===== config.mk =====
export PLATFORM = sky130hd
export DESIGN_NAME = vnf_div
export DESIGN_NICKNAME = d
export VERILOG_FILES = /design/src/vnf_pkg.sv /design/src/vnf_div.sv
export SDC_FILE = /design/constraint.sdc
export NUM_CORES = 2
export LEC_CHECK = 0
export ABC_CLOCK_PERIOD_IN_PS = 7100
export BUFFER_PORTS_ARGS = -buffer_cell sky130_fd_sc_hd__buf_2
export CORE_MARGIN = 4
export CORE_UTILIZATION = 30
export CTS_CLUSTER_DIAMETER = 30
export DETAILED_ROUTE_END_ITERATION = 6
export GPL_TIMING_DRIVEN = 1
export PLACE_DENSITY = 0.42
export SETUP_SLACK_MARGIN = 0.1
export SLEW_MARGIN = 10
export SYNTH_ARGS = -nofsm -noshare
export SYNTH_HDL_FRONTEND = slang
export SYNTH_SLANG_ARGS = --single-unit

===== constraint.sdc =====
create_clock -name clock -period 7.1 [get_ports clock]
set_input_delay 0.71 -clock clock [delete_from_list [all_inputs] [get_ports clock]]
set_output_delay 0.71 -clock clock [all_outputs]
set_load 0.02 [all_outputs]

===== src/vnf_pkg.sv =====
// Shared constants, types and hash helpers for the 2D value noise fBm block.
// Used by vnf_front, vnf_octave, vnf_div and value_noise_fbm_2d.
package vnf_pkg;

   localparam int MAX_OCTAVES     = 16;
   localparam int COORD_FRAC_BITS = 16;

   localparam int OCT_W  = ($clog2(MAX_OCTAVES + 1) > 5) ? $clog2(MAX_OCTAVES + 1) : 5;
   localparam int QDEPTH = 4;
   localparam int QPTR_W = $clog2(QDEPTH);
   localparam int QCNT_W = $clog2(QDEPTH + 1);

   localparam int NUM_STG = 10;
   localparam int VAL_W   = 16;
   localparam int PROD_W  = VAL_W + 32;
   localparam int TOT_W   = PROD_W + $clog2(MAX_OCTAVES + 1);
   localparam int AMPT_W  = 32 + $clog2(MAX_OCTAVES + 1);
   localparam int REM_W   = TOT_W + 1;
   localparam int DIV_STG = VAL_W;
   localparam int PEXT_W  = COORD_FRAC_BITS + 48;

   localparam logic [31:0] FREQ_ONE     = 32'h0001_0000;
   localparam logic [15:0] LAC_DEFAULT  = 16'd8192;
   localparam logic [15:0] GAIN_DEFAULT = 16'd8192;
   localparam logic [4:0]  OCT_DEFAULT  = 5'd4;
   localparam logic [31:0] SEED_STEP    = 32'd1013904223;
   localparam logic [31:0] MIX_K1       = 32'h7feb_352d;
   localparam logic [31:0] MIX_K2       = 32'h846c_a68b;
   localparam logic [31:0] HASH_CX      = 32'h8da6_b343;
   localparam logic [31:0] HASH_CY      = 32'hd816_3841;

   localparam int CSR_AW = 4;

   typedef enum logic [1:0] {
      CSR_SEED    = 2'd0,
      CSR_OCTAVES = 2'd1,
      CSR_LAC     = 2'd2,
      CSR_GAIN    = 2'd3
   } csr_idx_type;

   typedef struct packed {
      logic [31:0]      x;
      logic [31:0]      y;
      logic [OCT_W-1:0] n;
      logic             zero;
   } item_type;

   typedef struct packed {
      logic [31:0] x;
      logic [31:0] y;
      logic [31:0] freq;
      logic [31:0] seed;
      logic [31:0] amp;
      logic        last;
      logic        zero;
   } issue_type;

   typedef struct packed {
      logic [31:0] seed;
      logic [31:0] amp;
      logic        last;
      logic        zero;
   } side_type;

   typedef struct packed {
      logic [PROD_W-1:0] prod;
      logic [31:0]       amp;
      logic              last;
      logic              zero;
   } oct_out_type;

   // xor-shift-multiply finalizer, split at its multipliers
   function automatic logic [31:0] mix_a(input logic [31:0] v);
      logic [31:0] t;
      t = v ^ (v >> 16);
      return t * MIX_K1;
   endfunction

   function automatic logic [31:0] mix_b(input logic [31:0] v);
      logic [31:0] t;
      t = v ^ (v >> 15);
      return t * MIX_K2;
   endfunction

   function automatic logic [31:0] mix_c(input logic [31:0] v);
      return v ^ (v >> 16);
   endfunction

endpackage


===== src/vnf_div.sv =====
// Pipelined rounding divider: weighted sum over amplitude sum, one quotient
// bit per stage after the rounding stage. Depends on vnf_pkg.
module vnf_div (
   input  logic                       clock,
   input  logic                       reset,
   input  logic                       adv,
   input  logic                       in_valid,
   input  logic                       in_zero,
   input  logic [vnf_pkg::TOT_W-1:0]  in_total,
   input  logic [vnf_pkg::AMPT_W-1:0] in_amp,
   output logic                       out_valid,
   output logic [vnf_pkg::VAL_W-1:0]  out_value
);

   localparam int NS = vnf_pkg::DIV_STG + 1;

   logic [NS-1:0]                 vld_ff, vld_in, zero_ff, zero_in;
   logic [vnf_pkg::REM_W-1:0]     rem_ff [NS];
   logic [vnf_pkg::REM_W-1:0]     rem_in [NS];
   logic [vnf_pkg::AMPT_W-1:0]    den_ff [NS];
   logic [vnf_pkg::AMPT_W-1:0]    den_in [NS];
   logic [vnf_pkg::VAL_W-1:0]     q_ff [NS];
   logic [vnf_pkg::VAL_W-1:0]     q_in [NS];
   logic [vnf_pkg::REM_W-1:0]     dsh [NS];
   logic [NS-1:0]                 ge;

   always_comb begin
      vld_in[0]  = in_valid;
      zero_in[0] = in_zero;
      rem_in[0]  = vnf_pkg::REM_W'(in_total) + vnf_pkg::REM_W'(in_amp >> 1);
      den_in[0]  = in_amp;
      q_in[0]    = '0;
      dsh[0]     = '0;
      ge[0]      = 1'b0;
      for (int i = 1; i < NS; i++) begin
         dsh[i]     = vnf_pkg::REM_W'(den_ff[i-1]) << (vnf_pkg::DIV_STG - i);
         ge[i]      = (rem_ff[i-1] >= dsh[i]);
         rem_in[i]  = ge[i] ? rem_ff[i-1] - dsh[i] : rem_ff[i-1];
         q_in[i]    = {q_ff[i-1][vnf_pkg::VAL_W-2:0], ge[i]};
         den_in[i]  = den_ff[i-1];
         vld_in[i]  = vld_ff[i-1];
         zero_in[i] = zero_ff[i-1];
      end
   end

   always_ff @(posedge clock) begin
      if (reset) begin
         vld_ff <= '0;
      end else if (adv) begin
         vld_ff <= vld_in;
      end
   end

   always_ff @(posedge clock) begin
      if (adv) begin
         zero_ff <= zero_in;
         for (int i = 0; i < NS; i++) begin
            rem_ff[i] <= rem_in[i];
            den_ff[i] <= den_in[i];
            q_ff[i]   <= q_in[i];
         end
      end
   end

   assign out_valid = vld_ff[NS-1];
   assign out_value = zero_ff[NS-1] ? '0 : q_ff[NS-1];

endmodule


### Word-level counts from Yosys, hierarchy flattened

Memory sizes are Yosys's and may differ from the RTL's.
Cells that the tools add are included.

| word-level totals | value |
|---|---|
| register bits after elaboration | 34 |
| latch bits | 0 |
| RAM bits | 1819 |
| bits in read-only memories | 0 |
| bits of input ports | 95 |
| output and inout bits | 17 |
| logic and storage cells | 57 |
| memories | 3 |

Memories:

| memory | words | bits a word | read ports | clocked after Yosys merged registers in | wr ports | RTL line | RTL |
|---|---|---|---|---|---|---|---|
| rem_ff | 17 | 54 | 16 | 0 | 17 | vnf_div.sv:18 | `logic [vnf_pkg::REM_W-1:0] rem_ff [NS];` |
| den_ff | 17 | 37 | 16 | 0 | 17 | vnf_div.sv:20 | `logic [vnf_pkg::AMPT_W-1:0] den_ff [NS];` |
| q_ff | 17 | 16 | 17 | 0 | 17 | vnf_div.sv:22 | `logic [vnf_pkg::VAL_W-1:0] q_ff [NS];` |

| operators by class | value |
|---|---|
| add/sub/neg operators | 17 |
| multipliers | 0 |
| divide/modulo/power cells | 0 |
| $lt $le $gt $ge | 16 |
| eq/ne operators | 0 |
| shifts and indexed selects | 0 |
| mux-type cells | 19 |
| bitwise gates (word level) | 0 |
| reductions and logical operators | 0 |

Operator list:

| cell | number |
|---|---|
| 2-to-1 mux 54 bit | 16 |
| adder 53 x 36 -> 54 bit | 1 |
| >= comparator 54 x 37 -> 1 bit | 1 |
| >= comparator 54 x 38 -> 1 bit | 1 |
| >= comparator 54 x 39 -> 1 bit | 1 |
| >= comparator 54 x 40 -> 1 bit | 1 |
| >= comparator 54 x 41 -> 1 bit | 1 |
| >= comparator 54 x 42 -> 1 bit | 1 |
| >= comparator 54 x 43 -> 1 bit | 1 |
| >= comparator 54 x 44 -> 1 bit | 1 |
| >= comparator 54 x 45 -> 1 bit | 1 |
| >= comparator 54 x 46 -> 1 bit | 1 |
| >= comparator 54 x 47 -> 1 bit | 1 |
| >= comparator 54 x 48 -> 1 bit | 1 |
| >= comparator 54 x 49 -> 1 bit | 1 |
| >= comparator 54 x 50 -> 1 bit | 1 |
| >= comparator 54 x 51 -> 1 bit | 1 |
| >= comparator 54 x 52 -> 1 bit | 1 |
| subtractor 54 x 37 -> 54 bit | 1 |
| subtractor 54 x 38 -> 54 bit | 1 |
| subtractor 54 x 39 -> 54 bit | 1 |
| subtractor 54 x 40 -> 54 bit | 1 |
| subtractor 54 x 41 -> 54 bit | 1 |
| subtractor 54 x 42 -> 54 bit | 1 |
| 12 further kinds | 13 |

### Depth between registers and ports, before layout

An unclocked memory read counts as a cell.

| depth | value |
|---|---|
| depth after elaboration | 3 |
| gate-level depth with buffers | 16 |
| mapped depth without buffers | 15 |

### Worst setup path after synthesis

Ideal clock, no wire load.

| timing path | value |
|---|---|
| path type | in2reg |
| start | input port in_total[0] (netlist name) |
| end | memory rem_ff[0][44] (netlist name) (data pin) |
| setup time | 0.260 ns |
| arrival time | 3.781 ns |
| data required time | 6.840 ns |
| slack | 3.059 ns |
| stages on the path | 13 |
| buffers on the path | 0 |
| cell sequence | ha_1 fa_1 a211oi_1 o21ai_0 a221oi_1 a21oi_1 nor3_2 a31oi_1 a221o_1 a221o_1 a21oi_4 nor2_1 xor2_1 |

RTL lines:

| item | RTL line | RTL |
|---|---|---|
| from (decl) | vnf_div.sv:9 | `input logic [vnf_pkg::TOT_W-1:0] in_total,` |
| to (decl) | vnf_div.sv:18 |  |

==> run metrics <==
status=finished clean; total track usage=14.9%; Max Cap Viol=0; Worst R2R Path Depth=14; Final min period=between 5 and 6 ns; Synth top area share=roughly 52%; # rows=204; Final Util=36.7%; count leader, synth=edfxtp_1; Reg power frac=29.3%; CP Capture Type=register; first-pass GRT wire length=377 mm; flops & latches, synth=roughly 1600; number of port buffers=between 100 and 150; CP max stage cell=a221o_2; syn nets=9312; Pre-Repair DR Iteration Count=6; layout cells sized above 1=approximately 11%; gpl congestion=0.966; Slew Limit Fails=0; die area=0.318 mm²; clock network fraction of total power=36.7%; Power Internal=34.5 mW; Startpoint Class=register; Mapped Cells=about 8600; Peak VDD IR=0.204 mV; worst min path class=in2reg; reg2reg end=rem_ff[0][123]; initial antenna violation count=4; worst hold start=in_amp[6]; mean area per synthesized cell=around 11 µm²; Initial Util=about 30%; post-synth top area cell=edfxtp_1; FF-to-FF setup slack=about 1.9 ns; Logic pwr share=about a third; die width=564 µm; final wirelength=242 mm; Hold Crit Depth=1; Cell Pwr Density=460 mW/mm²; root cell of the clock tree=clkbuf_16; Clock Path Buffers=4; DRT antenna net count=0; Tcrit/Tclk final=72.6%; crit-path cells=inv_1 -> ha_1 -> inv_1 -> fa_1 -> a211oi_1 -> o21ai_0 -> a31o_2 -> a2111oi_2 -> o211ai_1 -> a211oi_2 -> nand2_1 -> a221o_2 -> buf_4 -> mux2_2; number of global-route vias before repair=68997; initial drt markers=between 3000 and 4000; CP Max Fanout=38; Die Span Y=564 µm; Synth Flop Type=edfxtp_1; Setup TNS=0 ns; # nets final=a little under 10000; critical path class=reg2reg; Avg WL per Cell=18.1 µm; endpoints failing setup=0; Final Hold Fails=0; WP data required=about 7.8 ns; most frequent cells after synthesis=edfxtp_1, a21oi_1, inv_1; Boundary Pins=about 110; Fmax=roughly 0.19 GHz; pin count of the biggest net entering global routing=175; Switch Pwr=17.7 mW; sequential area share after synthesis=52.4%; CP arrival=5.82 ns; via count=64853; Crit Reg-Reg Startpoint=rem_ff[0][68]; Synth area leaders=edfxtp_1, ha_1, a21oi_1, xnor2_1, inv_1; Clock Sinks=1626; count of cells resized by post-cts repair=0; core area=0.309 mm²; P&R area growth vs syn=22.0%; unrepaired setup endpoints after global routing=false; Lkg Pwr=~45 nW; hold worst-path end=den_ff[0][6]; most used cell, CP=inv_1; CTS Buf Count=422; Final Power=52.1 mW; clock-pin slew on the worst setup and hold paths=0.05 ns; Worst-Margin Slew=1.28 ns; number of synthesized flops with an enable pin=1609; Post-Syn Area=0.0929 mm²; Async SR Flop Fraction=0%; sw frac=33.9%; skew final=~0.076 ns; CTS tree=built; vias per cell=4.83; crit-path max cell delay=0.71 ns; H-tree levels=5; Synthesis Warnings=0; Residual DRC=0; library cells used by synthesis=93; post-DP HPWL=186 mm; grt ovf=0; Slew headroom=between 10 and 15%; clk_lat worst skew=0.93 ns
## flip-flops by register name, summed over array words and instances (netlist names)
| register | cells |
|---|---|
| den_ff | 592 |
| q_ff | 136 |
| rem_ff | 864 |
| vld_ff | 17 |
| zero_ff | 17 |
## worst max-delay path by stage
stage	start	end	slack, ns	cells past startpoint
2_1_floorplan	in_total[0]	rem_ff[0][44]	3.06	13
3_3_place_gp	rem_ff[0][68]	rem_ff[0][123]	1.93	14
3_5_place_dp	rem_ff[0][704]	rem_ff[0][774]	1.90	14
4_1_cts	rem_ff[0][704]	rem_ff[0][774]	1.92	14
5_1_grt	rem_ff[0][68]	rem_ff[0][125]	1.78	14
6_report	rem_ff[0][68]	rem_ff[0][123]	1.94	14
## critical path: cells and delay by family (launching register included)
family	cells	cell delay, ns
compound gates	7	3.02
mux	1	0.29
fa+ha+maj	2	0.58
flops	1	0.39
buf+inv	3	0.46
simple gates	1	0.12
## power groups by stage
stage	registers [mW]	clock network (mW)	logic, mW
finish	15.2	19.1	17.8
global route	15.5	20.1	19.8
CTS	15.3	19.6	17.8
detailed placement	15.4	0	17.6
global placement	15.4	0	17.5
floorplan	14.7	0	13.3
## placed cells by master, fill, tap and decap left out, types with 127 or more instances in the layout
cell type	n
a21oi_1	825
nand3_1	146
mux2_2	127
ha_1	628
nand4_1	131
xor2_1	265
xnor2_1	396
nor2_1	581
o21ai_0	521
inv_1	745
clkbuf_16	429
nand2_1	654
a21o_1	360
edfxtp_1	1609
## kinds of logic (layout without fill, tap and decap cells)
group / after synthesis / after routing / synth area share, %
adders and majority gates: 644 / 644 / 8.81
other: 0 / 3 / 0
AOI/OAI and AO/OA: 2325 / 2325 / 15.4
xor gates and xnor gates: 661 / 661 / 6.24
buffers and inverters: 997 / 1733 / 4.07
muxes: 149 / 149 / 1.78
DFF: 1626 / 1626 / 52.4
and+or+nand+nor: 2171 / 2171 / 11.3
## final cells by class
| type | instances | area, µm² |
|---|---|---|
| Fill cell | 29945 | 195000 |
| Sequential cell | 1626 | 48700 |
| Multi-Input combinational cell | 5950 | 40500 |
| Clock buffer | 479 | 10900 |
| Tap cell | 4120 | 5150 |
| Clock inverter | 307 | 3670 |
| Inverter | 747 | 2800 |
| Timing Repair Buffer | 200 | 1500 |
| Antenna cell | 3 | 7.51 |
## through the flow
step                      hold WS, ns  instances  instance area (µm²)  setup WS (ns)
final                          0.0811      13432               113000           1.94
after global routing           0.0252      13431               113000           1.78
after floorplan                 0.400       8573                92900           3.06
after global placement          0.401      12603                98200           1.93
after detailed placement        0.405      12604                98200           1.90
after CTS                     0.00418      13429               113000           1.92
## repair_timing
| action | 4_1_cts | 5_1_grt |
|---|---|---|
| hold buffers | 39 | 0 |
| setup buffers | 0 | 0 |
| endpoints found under the hold margin | 39 | 0 |
## routing by layer
| metal | global-route usage (%) | wire length [µm] | vias to the layer above |
|---|---|---|---|
| li1 | - | - | 32405 |
| met1 | 14.7 | 89600 | 30187 |
| met2 | 28.6 | 127000 | 1444 |
| met3 | 1.90 | 7090 | 817 |
| met4 | 10.6 | 18400 | 0 |
| met5 | 0 | 0 | - |
(Power assumes the default switching activity.)
