[src/vnf_pkg.sv]
// Shared constants, types and hash helpers for the 2D value noise fBm block.
// Used by vnf_front, vnf_octave, vnf_div and value_noise_fbm_2d.
package vnf_pkg;

   localparam int MAX_OCTAVES     = 16;
   localparam int COORD_FRAC_BITS = 16;

   localparam int OCT_W  = ($clog2(MAX_OCTAVES + 1) > 5) ? $clog2(MAX_OCTAVES + 1) : 5;
   localparam int QDEPTH = 4;
   localparam int QPTR_W = $clog2(QDEPTH);
   localparam int QCNT_W = $clog2(QDEPTH + 1);

   localparam int NUM_STG = 10;
   localparam int VAL_W   = 16;
   localparam int PROD_W  = VAL_W + 32;
   localparam int TOT_W   = PROD_W + $clog2(MAX_OCTAVES + 1);
   localparam int AMPT_W  = 32 + $clog2(MAX_OCTAVES + 1);
   localparam int REM_W   = TOT_W + 1;
   localparam int DIV_STG = VAL_W;
   localparam int PEXT_W  = COORD_FRAC_BITS + 48;

   localparam logic [31:0] FREQ_ONE     = 32'h0001_0000;
   localparam logic [15:0] LAC_DEFAULT  = 16'd8192;
   localparam logic [15:0] GAIN_DEFAULT = 16'd8192;
   localparam logic [4:0]  OCT_DEFAULT  = 5'd4;
   localparam logic [31:0] SEED_STEP    = 32'd1013904223;
   localparam logic [31:0] MIX_K1       = 32'h7feb_352d;
   localparam logic [31:0] MIX_K2       = 32'h846c_a68b;
   localparam logic [31:0] HASH_CX      = 32'h8da6_b343;
   localparam logic [31:0] HASH_CY      = 32'hd816_3841;

   localparam int CSR_AW = 4;

   typedef enum logic [1:0] {
      CSR_SEED    = 2'd0,
      CSR_OCTAVES = 2'd1,
      CSR_LAC     = 2'd2,
      CSR_GAIN    = 2'd3
   } csr_idx_type;

   typedef struct packed {
      logic [31:0]      x;
      logic [31:0]      y;
      logic [OCT_W-1:0] n;
      logic             zero;
   } item_type;

   typedef struct packed {
      logic [31:0] x;
      logic [31:0] y;
      logic [31:0] freq;
      logic [31:0] seed;
      logic [31:0] amp;
      logic        last;
      logic        zero;
   } issue_type;

   typedef struct packed {
      logic [31:0] seed;
      logic [31:0] amp;
      logic        last;
      logic        zero;
   } side_type;

   typedef struct packed {
      logic [PROD_W-1:0] prod;
      logic [31:0]       amp;
      logic              last;
      logic              zero;
   } oct_out_type;

   // xor-shift-multiply finalizer, split at its multipliers
   function automatic logic [31:0] mix_a(input logic [31:0] v);
      logic [31:0] t;
      t = v ^ (v >> 16);
      return t * MIX_K1;
   endfunction

   function automatic logic [31:0] mix_b(input logic [31:0] v);
      logic [31:0] t;
      t = v ^ (v >> 15);
      return t * MIX_K2;
   endfunction

   function automatic logic [31:0] mix_c(input logic [31:0] v);
      return v ^ (v >> 16);
   endfunction

endpackage

[src/vnf_front.sv]
// Front end: accepts sample transfers, resolves the octave count, queues items.
// Depends on vnf_pkg.
module vnf_front (
   input  logic              clock,
   input  logic              reset,
   input  logic              req_valid,
   output logic              req_stall,
   input  logic [31:0]       req_sample_x,
   input  logic [31:0]       req_sample_y,
   input  logic [4:0]        octave_count,
   input  logic              q_pop,
   output logic              q_valid,
   output vnf_pkg::item_type q_item
);

   vnf_pkg::item_type               mem_ff [vnf_pkg::QDEPTH];
   vnf_pkg::item_type               ent;
   logic [vnf_pkg::QPTR_W-1:0]      wr_ptr_ff, wr_ptr_in, rd_ptr_ff, rd_ptr_in;
   logic [vnf_pkg::QCNT_W-1:0]      count_ff, count_in;
   logic [vnf_pkg::OCT_W-1:0]       n_raw;
   logic                            push;

   assign req_stall = (count_ff == vnf_pkg::QCNT_W'(vnf_pkg::QDEPTH));
   assign q_valid   = (count_ff != '0);
   assign q_item    = mem_ff[rd_ptr_ff];
   assign push      = req_valid & ~req_stall;

   always_comb begin
      n_raw    = vnf_pkg::OCT_W'(octave_count);
      ent.x    = req_sample_x;
      ent.y    = req_sample_y;
      ent.n    = (n_raw > vnf_pkg::OCT_W'(vnf_pkg::MAX_OCTAVES)) ?
                 vnf_pkg::OCT_W'(vnf_pkg::MAX_OCTAVES) : n_raw;
      ent.zero = (n_raw == '0);
   end

   always_comb begin
      wr_ptr_in = wr_ptr_ff;
      rd_ptr_in = rd_ptr_ff;
      count_in  = count_ff;
      if (push) begin
         wr_ptr_in = (wr_ptr_ff == vnf_pkg::QPTR_W'(vnf_pkg::QDEPTH - 1)) ? '0 :
                     wr_ptr_ff + 1'b1;
      end
      if (q_pop) begin
         rd_ptr_in = (rd_ptr_ff == vnf_pkg::QPTR_W'(vnf_pkg::QDEPTH - 1)) ? '0 :
                     rd_ptr_ff + 1'b1;
      end
      case ({push, q_pop})
         2'b10:   count_in = count_ff + 1'b1;
         2'b01:   count_in = count_ff - 1'b1;
         default: count_in = count_ff;
      endcase
   end

   always_ff @(posedge clock) begin
      if (reset) begin
         wr_ptr_ff <= '0;
         rd_ptr_ff <= '0;
         count_ff  <= '0;
      end else begin
         wr_ptr_ff <= wr_ptr_in;
         rd_ptr_ff <= rd_ptr_in;
         count_ff  <= count_in;
      end
   end

   always_ff @(posedge clock) begin
      if (push) begin
         mem_ff[wr_ptr_ff] <= ent;
      end
   end

   a_count_bound: assert property (@(posedge clock) disable iff (reset)
      count_ff <= vnf_pkg::QCNT_W'(vnf_pkg::QDEPTH))
      else $error("item queue count above depth");

endmodule

[config.mk]
export PLATFORM = sky130hd
export DESIGN_NAME = vnf_front
export DESIGN_NICKNAME = d
export VERILOG_FILES = /design/src/vnf_pkg.sv /design/src/vnf_front.sv
export SDC_FILE = /design/constraint.sdc
export NUM_CORES = 1
export LEC_CHECK = 0
export ABC_AREA = 0
export CORE_MARGIN = 3
export CORE_UTILIZATION = 62
export DETAILED_ROUTE_END_ITERATION = 10
export DONT_BUFFER_PORTS = 1
export GPL_TIMING_DRIVEN = 0
export PLACE_DENSITY = 0.83
export SLEW_MARGIN = 20
export SYNTH_ARGS = -nofsm -noshare
export SYNTH_HDL_FRONTEND = slang
export SYNTH_SLANG_ARGS = --single-unit
[constraint.sdc]
create_clock -name clock -period 3.1 [get_ports clock]
set_input_delay 0.62 -clock clock [delete_from_list [all_inputs] [get_ports clock]]
set_output_delay 0.62 -clock clock [all_outputs]
set_load 0.03 [all_outputs]
# Yosys cells after proc, flatten, opt, wreduce, memory -nomap -nowiden
# Memory sizes are Yosys's and may differ from the RTL's. A register that Yosys moved wholly into a read port is not among the register bits.
# Cells that the tools add are included.
dict set report totals {
  reg_bits 7
  ramBits 280
  n_memories 1
}
# name depth width read_ports rd_clocked_by_memory_dff write_ports line_no
set memory_table {}
lappend memory_table {mem_ff 4 70 1 1 1 vnf_front.sv:16} ;# vnf_pkg::item_type mem_ff [vnf_pkg::QDEPTH];
dict set report classes {
  addsub 4
  order_cmp 1
  eq_ne 5
  muxes 8
  n_bitwise 2
  reduce_logical 3
}
# operator n
set op_table {}
lappend op_table {{2-to-1 mux 2 bit} 4}
lappend op_table {{equality test 2 bit (second input constant)} 3}
lappend op_table {{one-hot mux 3 bit (2 select lines)} 1}
lappend op_table {{greater-than comparator 5 bit (second input constant)} 1}
lappend op_table {{zero test 5 bit} 1}
lappend op_table {{2-to-1 mux 5 bit} 1}
lappend op_table {{adder 2 x 1 -> 2 bit (second input constant)} 2}
lappend op_table {{adder 3 x 1 -> 3 bit (second input constant)} 1}
lappend op_table {{equality test 3 bit (second input constant)} 1}
lappend op_table {{nonzero test 3 bit} 1}
lappend op_table {{subtractor 3 x 1 -> 3 bit (second input constant)} 1}
lappend op_table {{equality test 2 x 1 -> 1 bit (second input constant)} 1}
lappend op_table {{2-to-1 mux 1 bit} 2}
lappend op_table {{nonzero test 2 bit} 1}
lappend op_table {{bitwise AND 1 bit} 1}
lappend op_table {{inverter 1 bit} 1}

# Longest topological paths before layout
# Gate-level depths: netlist of the first run.
dict set report logic_depth {
  ltp_word 5
  mapped_depth 10
}

# Worst setup path after synthesis of the first run
# No wires, ideal clock.
dict set report synth_timing {
  path_type {input -> register}
  from {input req_valid}
  to {memory mem_ff[0][0] (netlist name) (enable)}
  t_arrival_ps 2310
  required_time_ps 2664
  setup_slack_ps 354
  cell_stages 1
  path_cell_list {and3_1}
}
dict set report synth_via {
  elab_chain_cells 3
}
# element line_no
set synth_rtl {}
lappend synth_rtl {{start: declaration} vnf_front.sv:6} ;# input logic req_valid,
lappend synth_rtl {{bitwise AND 1 bit} vnf_front.sv:26} ;# assign push = req_valid & ~req_stall;
lappend synth_rtl {{2-to-1 mux 1 bit} vnf_front.sv:69} ;# if (push) begin
lappend synth_rtl {{2-to-1 mux 1 bit (implied by the code)} vnf_front.sv:70} ;# mem_ff[wr_ptr_ff] <= ent;
lappend synth_rtl {{end: declaration} vnf_front.sv:16}
# No other way between the ends.

==> results.py, run 1 <==
metrics = {
    "outcome": {
        "outcome": "finished clean",
    },
    "global_route": {
        "grt.overflow.total": 0,
        "grt_first_pass_wirelength_um": 27400,
        "met3_usage_pct": 6.36,
        "grt_pass1_vias": 4619,
        "use_met2_pct": 33.5,
        "grt_use_total_pct": 20.0,
        "top_usage_layer": "met2",
        "grt_max_degree": 49,
        "use_met1_pct": 25.8,
        "antenna_found_initial": 0,
    },
    "setup_path": {
        "required_ns": 2.48,
        "reg2reg_to": "count_ff[2]",
        "end_kind": "output pin",
        "arrival_ns": 2.17,
        "rr_worst_depth": 10,
        "rrSetupSlack_ns": 0.71,
        "cp-start-kind": "register",
        "crit_fanout": 10,
        "setup.worst_path.class": "register to output pin",
        "worst_r2r_startpoint": "count_ff[0]",
    },
    "cts": {
        "cts_inserted_buffers": 28,
        "cts_hold_buffers": 0,
        "clk_pin_slew_worst_paths_ns": 0.06,
        "htreeDepth": 1,
        "clock_latency_ns": 0.51,
        "cts_resized": 0,
        "clk_root_buffer_cell": "clkbuf_16",
        "clock_sinks": 289,
        "clock_path_buffers": 3,
        "cts_setup_buffers": 0,
        "tritoncts": "done",
    },
    "detailed_routing": {
        "wire_per_inst_um": 26.7,
        "ant_nets": 0,
        "first_pass_iters": 4,
        "vias": 4382,
        "drc_errors": 0,
        "drt_iter0_drc": 237,
        "viasPerCell": 6.25,
        "wirelength_um": 18700,
    },
    "placement": {
        "placed_area_um2": 11000,
        "dp_hpwl_um": 11300,
        "gp_congestion": 0.745,
        "dp_cells": 650,
        "portBuffers": 0,
    },
    "timing": {
        "setup_tns_ns": 0,
        "drv_slew": 0,
        "min_period_ns": 2.79,
        "setup_viol": 0,
        "skew_ns": 0.00748,
        "timing.final.crit_share_pct": 90.1,
        "max_slew_margin_pct": 55.1,
        "hold_viol": 0,
        "grt_setup_unrepaired": "false",
        "worstMarginPinSlew_ns": 0.674,
        "fmax_ghz": 0.358,
    },
    "hold_path": {
        "hp-class": "primary input to register",
        "hold_start": "req_sample_y[21]",
        "min_path_cells": 0,
        "hold_end": "mem_ff[1][27]",
    },
    "power": {
        "power.total_mw": 8.73,
        "powerDensity_nw_per_um2": 735,
        "power.leakage_nw": 3.73,
        "ir_drop_v": 0.000722,
    },
    "synthesis": {
        "ys.flop_type": "edfxtp_1",
        "syn_inst": 426,
        "synth-edff-count": 280,
        "synthArstFlopShare_pct": 0,
        "seq_area_frac_synth_pct": 80.8,
        "avgSynthCellArea_um2": 25.0,
        "synth_nets": 506,
        "synth.cell_area_um2": 10600,
        "yosysUniqueCellTypes": 27,
        "synth_compound_area_share_pct": 0.424,
        "synthSimpleGateAreaFrac_pct": 1.29,
        "synthAdderAreaFrac_pct": 0.894,
        "synthXorXnorAreaFrac_pct": 0.165,
        "synth_top_family_by_area": "multiplexers",
        "yosys_warnings": 0,
        "postSynthRegisterBits": 289,
        "synth_mux_area_share_pct": 14.9,
    },
    "layout": {
        "finalNonFillerCells": 701,
        "finish.net_count": 540,
        "area_growth_syn_to_layout_pct": 11.8,
        "final_cell_mix": "edfxtp_1 (280), mux4_2 (70), clkbuf_16 (29)",
        "final_common_cell": "edfxtp_1",
        "drive_gt1_share_pct": 27.2,
        "nFillCells": 940,
        "antennaDiodeCount": 0,
        "fin_area_um2": 11900,
    },
    "floorplan": {
        "start_util_pct": 63.7,
        "num_io_pins": 145,
        "die-height_um": 137,
        "core_area_um2": 16700,
        "die_w_um": 137,
        "placementRows": 47,
        "die_area_um2": 18800,
    },
    "flow_run": {
        "cap_violations": 0,
    },
}
==> where the power goes <==
part	total, mW	internal [mW]	switching [mW]	leakage [nW]
logic	0.998	0.305	0.692	0.660
registers	4.64	4.57	0.0665	2.65
clock network	3.10	1.79	1.31	0.423
total	8.73	6.67	2.07	3.73
==> Yosys cell counts (3+ instances only) <==
library cell / count / area, µm²
and3_2: 3 / 22.5
mux4_2: 70 / 1580
buf_6: 8 / 90.1
clkbuf_1: 9 / 33.8
a21oi_1: 4 / 20.0
dfxtp_1: 9 / 180
nor2b_1: 4 / 25.0
edfxtp_1: 280 / 8410
nor2_1: 6 / 22.5
ha_1: 6 / 75.1
inv_1: 8 / 30.0
==> worst max-delay path by stage <==
| stage | from | end | slack, ns |
|---|---|---|---|
| global placement | req_valid | mem_ff[0][38] | -0.79 |
| detailed placement | count_ff[0] | count_ff[2] | 0.73 |
| global route | register | q_item[65] | 0.20 |
| floorplan | req_valid | mem_ff[0][0] | 0.35 |
| finish | register | q_item[65] | 0.31 |
| CTS | register | q_item[65] | 0.24 |
==> cells by family (layout without fill, tap and decap cells) <==
| kind of cell | after synthesis | in the layout |
|---|---|---|
| xor+xnor | 2 | 2 |
| simple gates | 23 | 23 |
| mux | 71 | 71 |
| fa+ha+maj | 7 | 7 |
| compound gates | 7 | 7 |
| buf+inv | 27 | 82 |
| flops | 289 | 289 |
==> stage by stage <==
stage          util, %  hold slack [ns]  setup WS, ns
2_1_floorplan        -            0.461         0.354
3_3_place_gp      65.3            0.472        -0.786
4_1_cts           71.2            0.171         0.237
3_5_place_dp      66.0            0.489         0.734
6_report          71.2            0.196         0.306
5_1_grt           71.2            0.169         0.203
==> registers in the layout, indices dropped and copies added, names as in the netlist, named ones only <==
name and count:
rd_ptr_ff 2, wr_ptr_ff 2, count_ff 3, mem_ff 280
==> final cells by class <==
| class | instances | area (µm²) | share of cell area, % |
|---|---|---|---|
| multi-input combinational | 110 | 1900 | 16.0 |
| clock buffer | 34 | 744 | 6.26 |
| inverter | 8 | 30.0 | 0.253 |
| buffer | 19 | 134 | 1.13 |
| tap | 220 | 275 | 2.32 |
| clock inverter | 17 | 113 | 0.947 |
| timing repair buffer | 4 | 103 | 0.863 |
| sequential | 289 | 8590 | 72.3 |
==> per-layer routing <==
metal,share of wire [%],vias up
met5,0,-
met4,2.0,0
met3,9.2,34
met2,52,170
met1,37,2302
li1,-,1876
==> critical path: stages, from the launching register on <==
cell and delay (ns):
dfxtp_1 0.31, buf_2 0.24, clkbuf_1 0.55, mux4_2 0.55
No activity file was read; power rests on OpenSTA's default activity.
==> run 2: changes to the inputs <==
- PLACE_DENSITY: 0.83 -> 0.78
- SKIP_LAST_GASP: default -> 1
==> results.py, run 2 (synthesis gave the netlist of run 1 again) <==
metrics = {
    "power": {
        "power_frac_clock_pct": 34.6,
        "p_sw_mw": 2.05,
        "p_seq_share_pct": 54.0,
        "powerDensity_nw_per_um2": 728,
        "switching_share_pct": 23.8,
        "comb_power_share_pct": 11.4,
        "p_int_mw": 6.55,
        "ir_drop_v": 0.000712,
        "power.leakage_nw": 3.70,
    },
    "global_route": {
        "grt_max_degree": 39,
        "grt_use_total_pct": 19.6,
        "grt.overflow.total": 0,
        "grt_pass1_vias": 4708,
        "antenna_found_initial": 0,
        "grt_first_pass_wirelength_um": 27200,
    },
    "detailed_routing": {
        "drc_errors": 0,
        "vias": 4331,
        "ant_nets": 0,
        "viasPerCell": 6.20,
        "drt_iter0_drc": 250,
        "wire_per_inst_um": 25.9,
        "first_pass_iters": 4,
        "wirelength_um": 18100,
    },
    "floorplan": {
        "die-height_um": 137,
        "die_area_um2": 18800,
        "die_w_um": 137,
        "core_area_um2": 16700,
        "num_io_pins": 145,
        "start_util_pct": 63.7,
        "placementRows": 47,
    },
    "timing": {
        "hold_slack_ns": 0.190,
        "hold_viol": 0,
        "max_slew_margin_pct": 55.4,
        "setup_viol": 0,
        "grt_setup_unrepaired": "false",
        "fmax_ghz": 0.364,
        "drv_slew": 0,
        "setup_tns_ns": 0,
        "worstMarginPinSlew_ns": 0.669,
        "timing.final.crit_share_pct": 88.7,
        "skew_ns": 0.00830,
        "min_period_ns": 2.75,
    },
    "layout": {
        "multi_input_area_um2": 1900,
        "final_common_cell": "edfxtp_1",
        "finalNonFillerCells": 699,
        "nFillCells": 927,
        "finish.net_count": 540,
        "drive_gt1_share_pct": 26.5,
        "final_cell_mix": "edfxtp_1 (280), mux4_2 (70), clkbuf_16 (29)",
        "reg_top3": "mem_ff: 280 flops, count_ff: 3 flops",
        "area_growth_syn_to_layout_pct": 11.1,
        "fin_area_um2": 11800,
        "regMostFlops": "mem_ff",
        "seqCellArea_um2": 8590,
        "antennaDiodeCount": 0,
        "largest_reg_flops": 280,
    },
    "cts": {
        "clock_sinks": 289,
        "clk_root_buffer_cell": "clkbuf_16",
        "clock_latency_ns": 0.52,
        "cts_hold_buffers": 0,
        "htreeDepth": 1,
        "tritoncts": "done",
        "clock_path_buffers": 3,
        "cts_resized": 0,
        "clk_pin_slew_worst_paths_ns": 0.06,
        "cts_inserted_buffers": 28,
        "cts_setup_buffers": 0,
    },
    "placement": {
        "portBuffers": 0,
        "dp_hpwl_um": 11200,
        "gp_congestion": 0.707,
        "dp_cells": 650,
        "placed_area_um2": 11000,
    },
    "setup_path": {
        "rr_worst_depth": 10,
        "cp-start-kind": "register",
        "end_kind": "output pin",
        "reg2reg_to": "count_ff[2]",
        "crit_fanout": 10,
        "setup.worst_path.class": "register to output pin",
        "worst_r2r_startpoint": "count_ff[0]",
        "arrival_ns": 2.13,
        "rrSetupSlack_ns": 0.68,
        "required_ns": 2.48,
    },
    "hold_path": {
        "hold_end": "mem_ff[1][52]",
        "hp-class": "primary input to register",
        "hold_start": "req_sample_x[14]",
        "min_path_cells": 0,
    },
    "flow_run": {
        "cap_violations": 0,
    },
    "outcome": {
        "outcome": "finished clean",
    },
}
-- run 2: area by class of cell --
type                       instances  area share, %
sequential                       289           72.7
multi-input combinational        110           16.1
clock buffer                      31           6.20
tap                              220           2.33
buffer                            19           1.13
clock inverter                    18          0.678
timing repair buffer               4          0.678
inverter                           8          0.254
-- run 2: worst max-delay path: stages (launching register included) --
cell and delay [ns]:
dfxtp_1 0.30, buf_2 0.22, clkbuf_1 0.55, mux4_2 0.54
-- run 2: stage by stage --
| stage | setup slack [ns] | utilization [%] | power, mW |
|---|---|---|---|
| 6_report | 0.350 | 70.8 | 8.60 |
| 5_1_grt | 0.235 | 70.8 | 8.89 |
| 4_1_cts | 0.302 | 70.8 | 8.68 |
| 3_5_place_dp | 0.722 | 65.9 | 5.72 |
| 3_3_place_gp | -0.810 | 65.3 | 5.68 |
| 2_1_floorplan | 0.354 | - | 5.51 |
-- run 2: worst max path at each step --
| stage | from | to | slack, ns |
|---|---|---|---|
| 2_1_floorplan | req_valid | mem_ff[0][0] | 0.35 |
| 3_3_place_gp | req_valid | mem_ff[0][41] | -0.81 |
| 3_5_place_dp | count_ff[0] | count_ff[2] | 0.72 |
| 4_1_cts | register | q_item[66] | 0.30 |
| 5_1_grt | register | q_item[66] | 0.24 |
| 6_report | register | q_item[56] | 0.35 |
-- run 2: routing by layer --
metal | track usage, % | wire, µm | vias up
met5 | 0 | 0 | -
met4 | 5.32 | 343 | 0
met3 | 6.10 | 1660 | 28
met2 | 32.8 | 9310 | 167
met1 | 25.2 | 6770 | 2258
li1 | - | - | 1878
-- run 2: power groups by stage --
stage / logic (mW) / clock network, mW / registers [mW]
after global placement: 0.958 / 0 / 4.72
final: 0.982 / 2.98 / 4.64
after CTS: 1.00 / 3.03 / 4.64
after detailed placement: 0.998 / 0 / 4.72
after global routing: 1.04 / 3.19 / 4.66
after floorplan: 0.812 / 0 / 4.70
==> run 3: changes to the inputs <==
- ABC_AREA: 0 -> 1
- CORE_UTILIZATION: 62 -> 63
- PLACE_DENSITY: 0.78 -> 0.79
==> results.py, run 3 <==
metrics = {
    "layout": {
        "final_common_cell": "edfxtp_1",
        "final_cell_mix": "edfxtp_1 (280), o21ai_0 (113), nor2_1 (111)",
        "largest_reg_flops": 280,
        "reg_top3": "mem_ff: 280 flops, count_ff: 3 flops",
        "drive_gt1_share_pct": 23.4,
        "final_util_pct": 75.3,
        "regMostFlops": "mem_ff",
        "finish.net_count": 875,
        "area_growth_syn_to_layout_pct": 15.1,
        "antennaDiodeCount": 0,
    },
    "synthesis": {
        "postSynthRegisterBits": 289,
        "seq_area_frac_synth_pct": 74.8,
        "syn_inst": 753,
        "yosysMostFrequentCell": "edfxtp_1",
        "synthTopCellsByCount": "edfxtp_1 (280), nor2_1 (115), o21ai_0 (113)",
        "yosys_warnings": 0,
        "netlist.area_leader.share_pct": 73.3,
        "avgSynthCellArea_um2": 15.2,
        "synth_nets": 833,
        "synth-edff-count": 280,
        "yosysUniqueCellTypes": 22,
        "synth.cell_area_um2": 11500,
        "synthArstFlopShare_pct": 0,
        "netlist_top_cells_area": "edfxtp_1 (73%), o21ai_0 (4.9%), o22ai_2 (4.4%)",
        "synth_top_area_cell": "edfxtp_1",
        "ys.flop_type": "edfxtp_1",
    },
    "detailed_routing": {
        "viasPerCell": 6.28,
        "drc_errors": 0,
        "wirelength_um": 24700,
        "ant_nets": 0,
        "drt_iter0_drc": 506,
        "vias": 6542,
        "first_pass_iters": 5,
        "wire_per_inst_um": 23.7,
    },
    "setup_path": {
        "required_ns": 2.48,
        "setup.worst_path.class": "register to output pin",
        "crit_fanout": 10,
        "worstPathCellList": "buf_6 -> clkbuf_1 -> nor2_1 -> o22ai_2",
        "end_kind": "output pin",
        "slowest_stage": "dfxtp_1",
        "arrival_ns": 2.25,
        "critPathBufInv": 2,
        "max_stage_delay_ns": 0.51,
        "cp-start-kind": "register",
        "cp_top_family": "buffers and inverters",
    },
    "global_route": {
        "grt_use_total_pct": 24.7,
        "grt.overflow.total": 0,
        "antenna_found_initial": 0,
        "grt_first_pass_wirelength_um": 37800,
        "grt_max_degree": 24,
        "grt_pass1_vias": 6795,
    },
    "timing": {
        "fmax_ghz": 0.348,
        "timing.final.crit_share_pct": 92.6,
        "hold_viol": 0,
        "hold_slack_ns": 0.153,
        "max_slew_margin_pct": 51.5,
        "drv_slew": 0,
        "min_period_ns": 2.87,
        "grt_setup_unrepaired": "false",
        "worstMarginPinSlew_ns": 0.725,
        "skew_ns": 0.00877,
        "setup_viol": 0,
    },
    "power": {
        "powerDensity_nw_per_um2": 699,
        "comb_power_share_pct": 13.4,
        "p_seq_share_pct": 50.0,
        "power_frac_clock_pct": 36.6,
        "power.total_mw": 9.24,
        "ir_drop_v": 0.000644,
        "p_sw_mw": 2.36,
        "p_int_mw": 6.88,
        "switching_share_pct": 25.5,
        "power.leakage_nw": 4.38,
    },
    "flow_run": {
        "cap_violations": 0,
    },
    "floorplan": {
        "die_area_um2": 19900,
        "placementRows": 48,
        "core_area_um2": 17500,
        "start_util_pct": 65.4,
        "die-height_um": 141,
        "num_io_pins": 145,
        "die_w_um": 141,
    },
    "outcome": {
        "outcome": "finished clean",
    },
    "hold_path": {
        "hp-class": "primary input to register",
    },
    "cts": {
        "htreeDepth": 1,
        "clock_sinks": 289,
        "cts_inserted_buffers": 28,
        "clock_path_buffers": 3,
        "tritoncts": "done",
        "clk_root_buffer_cell": "clkbuf_16",
        "clk_pin_slew_worst_paths_ns": 0.06,
        "clock_latency_ns": 0.54,
    },
    "placement": {
        "dp_hpwl_um": 15400,
        "portBuffers": 0,
        "gp_congestion": 0.822,
    },
}
run 3: changes by cell type in the layout (fill, tap and decap cells not counted), moves of 19 or more:
cell,before,now
clkbuf_1,11,30
mux4_2,70,0
nor2_1,6,111
nor2_4,0,44
o21ai_0,1,113
o21ai_1,0,30
o22ai_2,0,70
run 3: timing repair:
action,4_1_cts,5_1_grt
buffers inserted,0,0
endpoints found under the hold margin,0,0
setup endpoints to repair,32,43
hold buffers,0,0
resized for setup,31,1
run 3: layout make-up:
| class | instances | area [µm²] |
|---|---|---|
| Buffer | 45 | 315 |
| Multi-Input combinational cell | 397 | 2700 |
| Fill cell | 1017 | 4320 |
| Tap cell | 225 | 282 |
| Clock inverter | 13 | 159 |
| Inverter | 22 | 91.3 |
| Timing Repair Buffer | 12 | 293 |
| Clock buffer | 39 | 782 |
| Sequential cell | 289 | 8590 |
run 3: per-stage QoR:
stage	instances	cell area, µm²	worst slack [ns]	setup TNS (ns)
after floorplan	753	11500	-1.09	-305.39
after global placement	978	11800	-3.32	-918.61
after detailed placement	990	12100	0.381	0
after CTS	1042	13200	0.00678	0
after global routing	1042	13200	0.0774	0
final	1042	13200	0.228	0
run 3: cells by family (layout without fill, tap and decap cells):
family,Yosys count,count (layout),share of synthesized area [%]
AO/OA/AOI/OAI,220,220,12.5
adder cells (fa/ha/maj),7,7,0.829
buffers and inverters,67,131,3.51
flip-flops,289,289,74.8
AND/OR/NAND/NOR,170,170,8.28
run 3: worst paths after layout:
check         startpoint       endpoint  slack, ns  depth (start not counted)
max reg2reg  count_ff[0]  mem_ff[2][13]       0.74                          6
min                reset   rd_ptr_ff[0]       0.15                          1
min reg2reg  count_ff[0]    count_ff[0]       0.53                          1
max             register     q_item[48]       0.23                          4
run 3: routing by layer:
layer | track usage [%] | wire length (µm)
met1 | 30.3 | 9100
met2 | 43.5 | 12800
met3 | 6.45 | 2130
met4 | 7.34 | 681
met5 | 0 | 0
run 3: power groups by stage:
stage	Combinational [mW]	Clock (mW)	Sequential, mW
6_report	1.24	3.39	4.62
5_1_grt	1.32	3.58	4.63
4_1_cts	1.24	3.43	4.62
3_5_place_dp	1.19	0	4.69
3_3_place_gp	1.08	0	4.73
2_1_floorplan	0.884	0	4.70
